<file path="src/sv/prp_pkg.sv">
package prp_pkg;

	// Default build widths
	localparam int COORD_WIDTH_DEF = 16;
	localparam int TRIG_FRAC_DEF   = 16;

	// Fixed point formats of the point and zoom inputs
	localparam int POINT_FRAC = 8;
	localparam int ZOOM_FRAC  = 8;

	// Configuration port
	localparam int CFG_IDX_W  = 3;
	localparam int CFG_DATA_W = 16;
	localparam int ANGLE_W    = 16;
	localparam int NUM_ANGLES = 3;

	// Register indices
	localparam logic [CFG_IDX_W-1:0] REG_ANGLE_X  = 3'd0;
	localparam logic [CFG_IDX_W-1:0] REG_ANGLE_Y  = 3'd1;
	localparam logic [CFG_IDX_W-1:0] REG_ANGLE_Z  = 3'd2;
	localparam logic [CFG_IDX_W-1:0] REG_ZOOM     = 3'd3;
	localparam logic [CFG_IDX_W-1:0] REG_SHIFT_X  = 3'd4;
	localparam logic [CFG_IDX_W-1:0] REG_SHIFT_Y  = 3'd5;
	localparam logic [CFG_IDX_W-1:0] REG_CENTER_X = 3'd6;
	localparam logic [CFG_IDX_W-1:0] REG_CENTER_Y = 3'd7;

	// Register reset values
	localparam logic [15:0] ZOOM_RST     = 16'd256;
	localparam logic [11:0] CENTER_X_RST = 12'd960;
	localparam logic [11:0] CENTER_Y_RST = 12'd540;

	// A quarter turn of a binary angle
	localparam logic [ANGLE_W-1:0] QUARTER_TURN = 16'd16384;

	// Screen placement handed to the transform pipeline
	typedef struct packed {
		logic [15:0]        zoom;
		logic signed [13:0] off_x;
		logic signed [13:0] off_y;
	} prp_view_t;

endpackage

</file>
<file path="src/sv/prp_trig_seq.sv">
module prp_trig_seq import prp_pkg::*; #(
	parameter int TRIG_FRAC_BITS = TRIG_FRAC_DEF
) (
	input  logic                             clk,
	input  logic                             arst_n,
	input  logic                             start,
	input  logic [ANGLE_W-1:0]               angle [NUM_ANGLES],
	output logic                             busy,
	output logic signed [TRIG_FRAC_BITS+1:0] term [6]
);

	localparam int TW = TRIG_FRAC_BITS + 2;
	localparam int MW = 2 * TW;

	localparam logic [3:0] ST_IDLE = 4'd0;
	localparam logic [3:0] ST_UX   = 4'd1;
	localparam logic [3:0] ST_XX   = 4'd2;
	localparam logic [3:0] ST_X2   = 4'd3;
	localparam logic [3:0] ST_DIV  = 4'd4;
	localparam logic [3:0] ST_TM   = 4'd5;
	localparam logic [3:0] ST_TR   = 4'd6;
	localparam logic [3:0] ST_MM   = 4'd7;
	localparam logic [3:0] ST_MW   = 4'd8;
	localparam logic [3:0] ST_DQ   = 4'd9;

	localparam logic [31:0] RAD_STEP = 32'd102944;
	localparam logic [30:0] ONE_Q30  = 31'h4000_0000;
	localparam logic [32:0] SIN_RND  = 33'(1) << (29 - TRIG_FRAC_BITS);
	localparam logic [32:0] ONE_F    = 33'(1) << TRIG_FRAC_BITS;
	localparam logic signed [MW-1:0] MM_RND = MW'(1) << (TRIG_FRAC_BITS - 1);
	localparam logic [1:0] LAST_DIV  = 2'd3;
	localparam logic [2:0] LAST_TRIG = 3'd5;
	localparam logic [2:0] LAST_MM   = 3'd7;
	localparam logic signed [TW-1:0] TERM_MAX = {1'b0, {(TW-1){1'b1}}};
	localparam logic signed [TW-1:0] TERM_MIN = {1'b1, {(TW-1){1'b0}}};
	localparam logic signed [TW-1:0] TERM_ONE = TW'(1) << TRIG_FRAC_BITS;

	// Rounded-up reciprocals of the odd divisor parts, exact for dividends below 2^31
	localparam logic [31:0] RCP_9  = 32'd3817748708;
	localparam logic [31:0] RCP_21 = 32'd3272356036;
	localparam logic [31:0] RCP_5  = 32'd3435973837;
	localparam logic [31:0] RCP_3  = 32'd2863311531;

	logic [3:0]  state_q;
	logic [2:0]  k_q;
	logic [1:0]  dstep_q;
	logic [2:0]  mstep_q;
	logic        sign_q;
	logic [30:0] x_q;
	logic [31:0] x2_q;
	logic [31:0] div_n_q;
	logic [63:0] mul_p_q;
	logic [31:0] mul_a, mul_b;

	logic signed [TW-1:0] trig_q [6];
	logic signed [TW-1:0] term_q [6];
	logic signed [TW-1:0] sxsy_q;
	logic signed [TW:0]   acc_q;
	logic signed [MW-1:0] mm_p_q;
	logic signed [TW-1:0] mm_a, mm_b;

	logic [ANGLE_W-1:0] ang;
	logic [14:0]        u;
	logic [31:0]        dvd;
	logic [31:0]        rcp;
	logic [31:0]        quo;
	logic [30:0]        t_val;
	logic [31:0]        s_v;
	logic [32:0]        s_rnd, s_full;
	logic [TRIG_FRAC_BITS:0] s_mag;
	logic signed [TW-1:0] trig_val;
	logic signed [MW-1:0] mm_rnd;
	logic signed [TW:0]   mm_r, mm_neg;

	// Trig entries in sequencer order: sx, cx, sy, cy, sz, cz
	logic signed [TW-1:0] sx, cx, sy, cy, sz, cz;
	assign sx = trig_q[0];
	assign cx = trig_q[1];
	assign sy = trig_q[2];
	assign cy = trig_q[3];
	assign sz = trig_q[4];
	assign cz = trig_q[5];

	function automatic logic signed [TW-1:0] sat_term(input logic signed [TW+1:0] v);
		logic [2:0] top;
		top = v[TW+1:TW-1];
		if (&top || ~|top)
			return v[TW-1:0];
		else
			return v[TW+1] ? TERM_MIN : TERM_MAX;
	endfunction

	assign busy = (state_q != ST_IDLE);
	assign term = term_q;

	// Select the angle; odd entries are cosines, a quarter turn ahead
	always_comb begin
		case (k_q[2:1])
			2'd0:    ang = angle[0];
			2'd1:    ang = angle[1];
			default: ang = angle[2];
		endcase
		if (k_q[0])
			ang = ang + QUARTER_TURN;
	end

	// Fold into the first quadrant
	assign u = ang[14] ? (15'd16384 - {1'b0, ang[13:0]}) : {1'b0, ang[13:0]};

	// Series divisors 72, 42, 20, 6, innermost first: shift out the power of two,
	// then multiply by the reciprocal of the odd part and keep the top bits
	always_comb begin
		case (dstep_q)
			2'd0: begin
				dvd = {3'b0, div_n_q[31:3]};
				rcp = RCP_9;
				quo = {3'b0, mul_p_q[63:35]};
			end
			2'd1: begin
				dvd = {1'b0, div_n_q[31:1]};
				rcp = RCP_21;
				quo = {4'b0, mul_p_q[63:36]};
			end
			2'd2: begin
				dvd = {2'b0, div_n_q[31:2]};
				rcp = RCP_5;
				quo = {2'b0, mul_p_q[63:34]};
			end
			default: begin
				dvd = {1'b0, div_n_q[31:1]};
				rcp = RCP_3;
				quo = {1'b0, mul_p_q[63:33]};
			end
		endcase
	end

	assign t_val = ONE_Q30 - div_n_q[30:0];

	// Round the series result to the table precision and cap at one
	assign s_v    = mul_p_q[61:30];
	assign s_rnd  = {1'b0, s_v} + SIN_RND;
	assign s_full = s_rnd >> (30 - TRIG_FRAC_BITS);
	assign s_mag  = (s_full > ONE_F) ? ONE_F[TRIG_FRAC_BITS:0] : s_full[TRIG_FRAC_BITS:0];
	assign trig_val = sign_q ? -$signed({1'b0, s_mag}) : $signed({1'b0, s_mag});

	// Operands of the series multiplier
	always_comb begin
		mul_a = '0;
		mul_b = '0;
		case (state_q)
			ST_UX: begin
				mul_a = {17'b0, u};
				mul_b = RAD_STEP;
			end
			ST_XX: begin
				mul_a = {1'b0, mul_p_q[30:0]};
				mul_b = {1'b0, mul_p_q[30:0]};
			end
			ST_DIV: begin
				mul_a = dvd;
				mul_b = rcp;
			end
			ST_TM: begin
				mul_a = (dstep_q == LAST_DIV) ? {1'b0, x_q} : x2_q;
				mul_b = {1'b0, t_val};
			end
			default: begin
				mul_a = '0;
				mul_b = '0;
			end
		endcase
	end

	// Operands of the matrix multiplier, one product per step
	always_comb begin
		case (mstep_q)
			3'd0: begin mm_a = sx;     mm_b = sy; end
			3'd1: begin mm_a = cy;     mm_b = cz; end
			3'd2: begin mm_a = cy;     mm_b = sz; end
			3'd3: begin mm_a = sxsy_q; mm_b = cz; end
			3'd4: begin mm_a = cx;     mm_b = sz; end
			3'd5: begin mm_a = cx;     mm_b = cz; end
			3'd6: begin mm_a = sxsy_q; mm_b = sz; end
			default: begin mm_a = sx;  mm_b = cy; end
		endcase
	end

	assign mm_rnd = mm_p_q + MM_RND;
	assign mm_r   = mm_rnd[2*TRIG_FRAC_BITS+2:TRIG_FRAC_BITS];
	assign mm_neg = -mm_r;

	// Multiplier and datapath registers
	always_ff @(posedge clk) begin
		mul_p_q <= mul_a * mul_b;
		mm_p_q  <= mm_a * mm_b;
		case (state_q)
			ST_UX:  sign_q <= ang[15];
			ST_XX:  x_q <= mul_p_q[30:0];
			ST_X2: begin
				x2_q    <= mul_p_q[61:30];
				div_n_q <= mul_p_q[61:30];
			end
			ST_DQ:  div_n_q <= quo;
			ST_TR: begin
				if (dstep_q != LAST_DIV)
					div_n_q <= s_v;
				else
					trig_q[k_q] <= trig_val;
			end
			ST_MW: begin
				case (mstep_q)
					3'd0:    sxsy_q <= mm_r[TW-1:0];
					3'd3:    acc_q  <= mm_r;
					3'd5:    acc_q  <= mm_r;
					default: ;
				endcase
			end
			default: ;
		endcase
	end

	// Sequencer control and the stored matrix rows
	always_ff @(posedge clk or negedge arst_n) begin
		if (!arst_n) begin
			state_q <= ST_IDLE;
			k_q     <= '0;
			dstep_q <= '0;
			mstep_q <= '0;
			for (int i = 0; i < 6; i++)
				term_q[i] <= '0;
			term_q[0] <= TERM_ONE;
			term_q[4] <= TERM_ONE;
		end else begin
			case (state_q)
				ST_IDLE: begin
					if (start) begin
						k_q     <= '0;
						state_q <= ST_UX;
					end
				end
				ST_UX: state_q <= ST_XX;
				ST_XX: state_q <= ST_X2;
				ST_X2: begin
					dstep_q <= '0;
					state_q <= ST_DIV;
				end
				ST_DIV: state_q <= ST_DQ;
				ST_DQ:  state_q <= ST_TM;
				ST_TM:  state_q <= ST_TR;
				ST_TR: begin
					if (dstep_q != LAST_DIV) begin
						dstep_q <= dstep_q + 2'd1;
						state_q <= ST_DIV;
					end else if (k_q == LAST_TRIG) begin
						mstep_q <= '0;
						state_q <= ST_MM;
					end else begin
						k_q     <= k_q + 3'd1;
						state_q <= ST_UX;
					end
				end
				ST_MM: state_q <= ST_MW;
				ST_MW: begin
					// Only the first two rows reach the screen
					case (mstep_q)
						3'd1: term_q[0] <= mm_r[TW-1:0];
						3'd2: begin
							term_q[1] <= mm_neg[TW-1:0];
							term_q[2] <= sy;
						end
						3'd4: term_q[3] <= sat_term((TW+2)'(acc_q) + (TW+2)'(mm_r));
						3'd6: term_q[4] <= sat_term((TW+2)'(acc_q) - (TW+2)'(mm_r));
						3'd7: term_q[5] <= mm_neg[TW-1:0];
						default: ;
					endcase
					if (mstep_q == LAST_MM) begin
						state_q <= ST_IDLE;
					end else begin
						mstep_q <= mstep_q + 3'd1;
						state_q <= ST_MM;
					end
				end
				default: state_q <= ST_IDLE;
			endcase
		end
	end

endmodule

</file>
<file path="config.mk">
export PLATFORM = sky130hd
export DESIGN_NAME = prp_trig_seq
export DESIGN_NICKNAME = d
export VERILOG_FILES = /design/src/sv/prp_pkg.sv /design/src/sv/prp_trig_seq.sv
export SDC_FILE = /design/constraint.sdc
export NUM_CORES = 2
export LEC_CHECK = 0
export ABC_AREA = 1
export BUFFER_PORTS_ARGS = -buffer_cell sky130_fd_sc_hd__buf_2
export CORE_MARGIN = 2
export CORE_UTILIZATION = 60
export DETAILED_ROUTE_END_ITERATION = 6
export PLACE_DENSITY = 0.89
export SLEW_MARGIN = 5
export SYNTH_ARGS = -nofsm -noshare
export SYNTH_HDL_FRONTEND = slang
export SYNTH_SLANG_ARGS = --single-unit
</file>
<file path="constraint.sdc">
create_clock -name clk -period 9.4 [get_ports clk]
set_input_delay 1.41 -clock clk [delete_from_list [all_inputs] [get_ports clk]]
set_output_delay 1.41 -clock clk [all_outputs]
set_load 0.005 [all_outputs]
</file>
After elaboration in Yosys (flattened, before gate mapping)

Memories as Yosys holds them, arrays and structs flattened.
Cells that the tools add are included.

Flip-flop bits (word level): 352
RAM bits: 108
Input port bits: 51
Output and inout port bits: 109
Logic and storage cells: 133
Memories: 1

$add $sub $neg: 12
Multiply operators: 2
Order comparisons: 1
Eq/ne operators: 28
Muxes and demuxes: 37
Reductions and logical operators: 34

Memory list:

| name   | words | width | rd ports | clocked after Yosys merged registers in | wr ports | RTL line           | RTL |
|---|---|---|---|---|---|---|---|
| trig_q | 6     | 18    | 6        | 0                                       | 1        | prp_trig_seq.sv:55 | `logic signed [TW-1:0] trig_q [6];` |

Operators by type and width:

| operator                                                                | count |
|---|---|
| 32-bit case mux with 4 select lines                                     | 2 |
| 31-bit case mux with 3 select lines                                     | 2 |
| 18-bit case mux with 3 select lines                                     | 2 |
| 32-bit case mux with 3 select lines                                     | 1 |
| 18-bit 2-to-1 mux                                                       | 5 |
| 32-bit by 32-bit multiplier with 64-bit output                          | 1 |
| 32-bit 2-to-1 mux                                                       | 2 |
| 31-bit case mux with 2 select lines                                     | 1 |
| 4-bit case mux with 10 select lines                                     | 1 |
| 35-bit by 17-bit adder with 35-bit output (second input constant)       | 1 |
| 18-bit by 18-bit multiplier with 35-bit output                          | 1 |
| 32-bit by 14-bit adder with 33-bit output (second input constant)       | 1 |
| 16-bit case mux with 2 select lines                                     | 1 |
| 31-bit subtractor (first input constant)                                | 1 |
| 3-bit 2-to-1 mux                                                        | 9 |
| 19-bit by 19-bit adder with 20-bit output                               | 1 |
| 19-bit by 19-bit subtractor with 20-bit output                          | 1 |
| 19-bit by 17-bit > comparator with 1-bit output (second input constant) | 1 |
| 17-bit negation with 18-bit output                                      | 1 |
| 18-bit negation                                                         | 1 |
| 2-bit AND reduction                                                     | 9 |
| 17-bit 2-to-1 mux                                                       | 1 |
| 16-bit by 15-bit adder with 16-bit output (second input constant)       | 1 |
| 4-bit by 3-bit == test with 1-bit output (second input constant)        | 4 |
| 31 further kinds                                                        | 63 |

Depth between registers and ports, before layout

Depth after elaboration: 8
Depth in mapped cells: 46
Gate-level depth less buffers: 45

Worst setup path before layout

OpenSTA, ideal clock, no wires.

Path kind: input to register
Start: input port angle[0] (netlist bit)
End: register mul_p_q[62]
Setup time: 112 ps
Data arrival time: 8817 ps
Required time: 9288 ps
Slack: 471 ps
Stages: 40
Buffers on the path: 1
Cell sequence: nor2_1 nor2_1 o21ai_2 ha_1 inv_1 nor2_1 nand2_1 nor2_2 nand2_1 o21ai_1 nand2_1 nand3_1 nand2_2 inv_2 buf_4 nor2_1 fa_1 inv_1 [4 not listed] inv_1 fa_1 inv_1 fa_1 fa_1 inv_1 fa_1 inv_1 ha_1 nand2_1 nor2_1 nand2_1 nor4_1 a21oi_1 o31ai_1 nand3_1 nand3_1 nand2_1

Cells in the longest elaborated chain, start to end: 7

Ends and longest elaborated chain:

| what                                               | RTL line            | RTL |
|---|---|---|
| start: declaration                                 | prp_trig_seq.sv:7   | `input logic [ANGLE_W-1:0] angle [NUM_ANGLES],` |
| 16-bit case mux with 2 select lines (*)            | prp_trig_seq.sv:98  | `case (k_q[2:1])` |
| 16-bit by 15-bit adder with 16-bit output          | prp_trig_seq.sv:104 | `ang = ang + QUARTER_TURN;` |
| 16-bit 2-to-1 mux (*)                              | prp_trig_seq.sv:103 | `if (k_q[0])` |
| 15-bit by 14-bit subtractor with 15-bit output     | prp_trig_seq.sv:108 | `assign u = ang[14] ? (15'd16384 - {1'b0, ang[13:0]}) : {1'b0, ang[13:0]};` |
| 15-bit 2-to-1 mux (*)                              | prp_trig_seq.sv:108 |  |
| 32-bit case mux with 4 select lines (*)            | prp_trig_seq.sv:150 | `case (state_q)` |
| 32-bit by 32-bit multiplier with 64-bit output (*) | prp_trig_seq.sv:194 | `mul_p_q <= mul_a * mul_b;` |
| end signal: assignment                             | prp_trig_seq.sv:194 |  |
| end: declaration                                   | prp_trig_seq.sv:52  | `logic [63:0] mul_p_q;` |

Mark *: on every way between the ends. The rest lies on a longest branch, timed or not.
A chain may end at the register's enable or synchronous reset.

Final worst setup path

Start: register div_n_q[2]
End: register mul_p_q[47]

Cells in the longest elaborated chain, start to end: 3
Elaborated cells on any way between the ends: 5
Those cells by class: add/sub (1); mul (1); mux (3)

Ends and longest elaborated chain:

| what                                                                            | RTL line                                 | RTL |
|---|---|---|
| start: declaration                                                              | prp_trig_seq.sv:51                       | `logic [31:0] div_n_q;` |
| start signal: assignment                                                        | prp_trig_seq.sv:201                      | `div_n_q <= mul_p_q[61:30];` |
| start signal: assignment                                                        | prp_trig_seq.sv:203                      | `ST_DQ: div_n_q <= quo;` |
| start signal: assignment                                                        | prp_trig_seq.sv:206                      | `div_n_q <= s_v;` |
| 31-bit subtractor / 31-bit case mux with 2 select lines (equally long branches) | prp_trig_seq.sv:137, prp_trig_seq.sv:113 |  |
| 32-bit case mux with 4 select lines                                             | prp_trig_seq.sv:150                      |  |
| 32-bit by 32-bit multiplier with 64-bit output (*)                              | prp_trig_seq.sv:194                      |  |

Marks and branches as above.

==> run_results.csv <==
group,metric,value,unit
status,status,"complete, but fails checks",
status,violations,"design-rule violations",
logic_synthesis,synth_top_family_by_area,"adder cells",
logic_synthesis,synthTopCellsByArea,"fa_1 36%, edfxtp_1 11%, nand2_1 9.8%, inv_1 9.6%, ha_1 7.5%",
sta,hold_viol_final,0,
worst_setup_path,critical_path_required,9.87,ns
global_route,grt_pass1_wl,362,mm
routing,drt_pass1_iterations,7,
worst_setup_path,cp_common_cell,"fa_1",
sta,final_max_slew_viol_count,0,
clocking,cts_made_buffers,46,
worst_setup_path,crit_slowest_cell,"clkinv_2",
floorplan,initial_core_util,0.602,
floorplan,core-area,112000,um2
routing,met3_length,34.8,mm
sta,finClkSkew,0.0571,ns
global_route,antenna_found_initial,5,
clocking,htreeDepth,2,
sta,worstMarginPinSlew,1.42,ns
logic_synthesis,synth_cells,8020,
logic_synthesis,synthMuxAreaShare,0,
sta,relSlewSlack,0.0456,
placement,place.gp.congestion,1.06,
floorplan,die_h,339,um
sta,finalWorstSetupSlack,0.235,ns
sta,final_period_minus_worst_setup_slack,9.16,ns
clocking,cts_max_path_buffers,3,
clocking,cts.sinks,445,
logic_synthesis,synthAdderAreaFrac,0.437,
routing,m1WireLength,90.6,mm
logic_synthesis,ys_warn_count,0,
logic_synthesis,synth_compound_area_frac,0.0701,
logic_synthesis,synth-simple-area-share,0.175,
floorplan,chipWidth,339,um
logic_synthesis,synth.avg_cell_area,8.41,um2
routing,drc,1,
logic_synthesis,yosysUniqueCellTypes,74,
routing,highest_layer,"met5",
logic_synthesis,ys_seq_elements,445,
clocking,clkTransAtPathRegs,0.06,ns
logic_synthesis,synthFlopType,"edfxtp_1",
logic_synthesis,synth-edff-count,241,
routing,wl_met2,102,mm
clocking,insertion_delay,0.64,ns
global_route,grt_pass1_vias,60700,
routing,drt-initial-drc-count,7349,
placement,port_buffers,159,
sta,max_freq,109,MHz
floorplan,die_area,115000,um2
logic_synthesis,async_flop_share,0.270,
clocking,cts_root_buffer,"clkbuf_16",
routing,vias_per_cell,5.91,
floorplan,placementRows,123,
routing,avgRoutedWirePerCell,23.8,um
floorplan,ioPinCount,160,
sta,setup-violations-final,0,
global_route,grt_max_degree,78,
logic_synthesis,syn_area,67500,um2
clocking,cts_tree,"done",
sta,rsz0062_at_grt,"yes",
logic_synthesis,yosysTopAreaCell,"fa_1",
clocking,ctsHoldBuffers,0,
logic_synthesis,synth_most_common_cell,"nand2_1",
routing,routed_wl,238,mm
worst_setup_path,critPathCaptureType,"flop",
logic_synthesis,synth_fp_nets,9697,
placement,dp.final_hpwl,196,mm
sta,period_share,0.975,
worst_setup_path,max_stage_delay,0.54,ns
finish,area_growth,11.1,%
global_route,grt_usage,0.418,
global_route,grt-ovfl-total,0,
logic_synthesis,synth-xor-area-share,0.0209,
worst_setup_path,critical_path.max_fanout,18,
placement,pre_cts_ws,-0.373,ns
logic_synthesis,synth_common_cells,"1756 x nand2_1, 1723 x inv_1, 1220 x fa_1",
flow_run,max_cap_violations,0,
worst_setup_path,startpoint_type,"flop",
finish,design_area,75000,um2
worst_hold_path,hold_path_class,"flop to flop",
worst_setup_path,cp_data_arrival_time,9.63,ns
logic_synthesis,synth.top_cell.area_share,0.362,
routing,num_vias,59000,
routing,ant_nets,0,
placement,post_dp_cell_area,73000,um2
finish,nNetsFinal,10100,
worst_setup_path,critPathKind,"flop to flop",
finish,drive_above_1_share,0.116,
logic_synthesis,ys_seq_area_frac,0.177,
repair_timing:
action / CTS / global route
setup buffers: 0 / 13
gates resized for setup: 0 / 65
endpoints found under the setup margin: 0 / 42
cells by family (layout without fill, tap and decap cells):
group,Yosys count,after routing
simple gates,2884,2884
buf+inv,2081,2541
fa+ha+maj,1626,1626
compound gates,826,826
flops,445,445
xor+xnor,157,157
other cells,1,4
worst paths after layout:
kind | slack, ns | startpoint | to | cells after the start
setup / recovery | 0.24 | div_n_q[2] | mul_p_q[47] | 30
hold / removal | 0.41 | mul_p_q[21] | x_q[21] | 0
setup reg to reg | 0.24 | div_n_q[2] | mul_p_q[47] | 30
hold reg to reg | 0.41 | mul_p_q[21] | x_q[21] | 0
max in group asynchronous | 7.20 | arst_n | k_q[2] | 2
min in group asynchronous | 0.77 | arst_n | term[51] | 1
per-layer routing:
metal	up-vias	global-route usage
met1	28900	0.584
met2	4195	0.617
met5	-	0
met3	759	0.126
met4	6	0.157
li1	25000	-
layout make-up:
class	instances	area, um2
antenna	3	7.51
clock buffer	60	1290
clock inverter	25	403
fill	9108	37100
inverter	1779	6720
multi-input combinational	5494	47600
sequential	445	11900
tap	1500	1880
timing repair buffer	677	5110
sequential cells by signal (all words and copies together) (netlist names):
register  count
acc_q        19
div_n_q      32
dstep_q       2
k_q           3
mm_p_q       20
mstep_q       3
mul_p_q      64
sign_q        1
state_q       4
sxsy_q       18
term        108
trig_q      108
x2_q         32
x_q          31
critical path, delay by kind of cell, from the launching register on:
kind / cells / cell delay [ns]
AO/OA/AOI/OAI: 7 / 1.39
XOR/XNOR: 1 / 0.15
adder cells (fa/ha/maj): 9 / 4.30
buffers and inverters: 3 / 0.97
flip-flops: 1 / 0.43
AND/OR/NAND/NOR: 10 / 1.76
metrics by stage:
| stage | TNS (ns) | hold slack [ns] | std cells | util |
|---|---|---|---|---|
| after floorplan | 0 | 0.403 | 8020 | - |
| after global placement | -5.34 | 0.413 | 9882 | 0.651 |
| after detailed placement | -5.75 | 0.414 | 9882 | 0.651 |
| after CTS | 0 | 0.415 | 9967 | 0.667 |
| after global routing | -0.0278 | 0.437 | 9980 | 0.669 |
| final | 0 | 0.408 | 9983 | 0.669 |
cell usage in the layout (no fill, tap or decap), types with 17 or more instances in the layout:
cell type,netlist,layout
nor2_1,696,688
fa_1,1220,1220
a21oi_1,277,272
xnor2_1,39,39
nand2_1,1756,1749
dfxtp_1,84,84
inv_2,37,35
clkbuf_16,0,48
nand3_1,164,160
o211ai_1,22,22
nand4_1,37,37
o22ai_1,27,27
edfxtp_1,241,241
a22oi_1,25,25
inv_1,1723,1717
dfrtp_1,118,116
nor3_1,58,52
o21ai_1,41,46
nor2_2,32,39
clkinv_1,17,17
o21ai_0,256,250
buf_4,17,482
xor2_1,115,115
or2_2,27,27
a31oi_1,63,62
buf_12,1,32
nand2_2,29,34
ha_1,406,402
buf_2,90,158
Power is not shown: default switching activity piles up to over one toggle a cycle in this logic, so the estimate is an artifact.
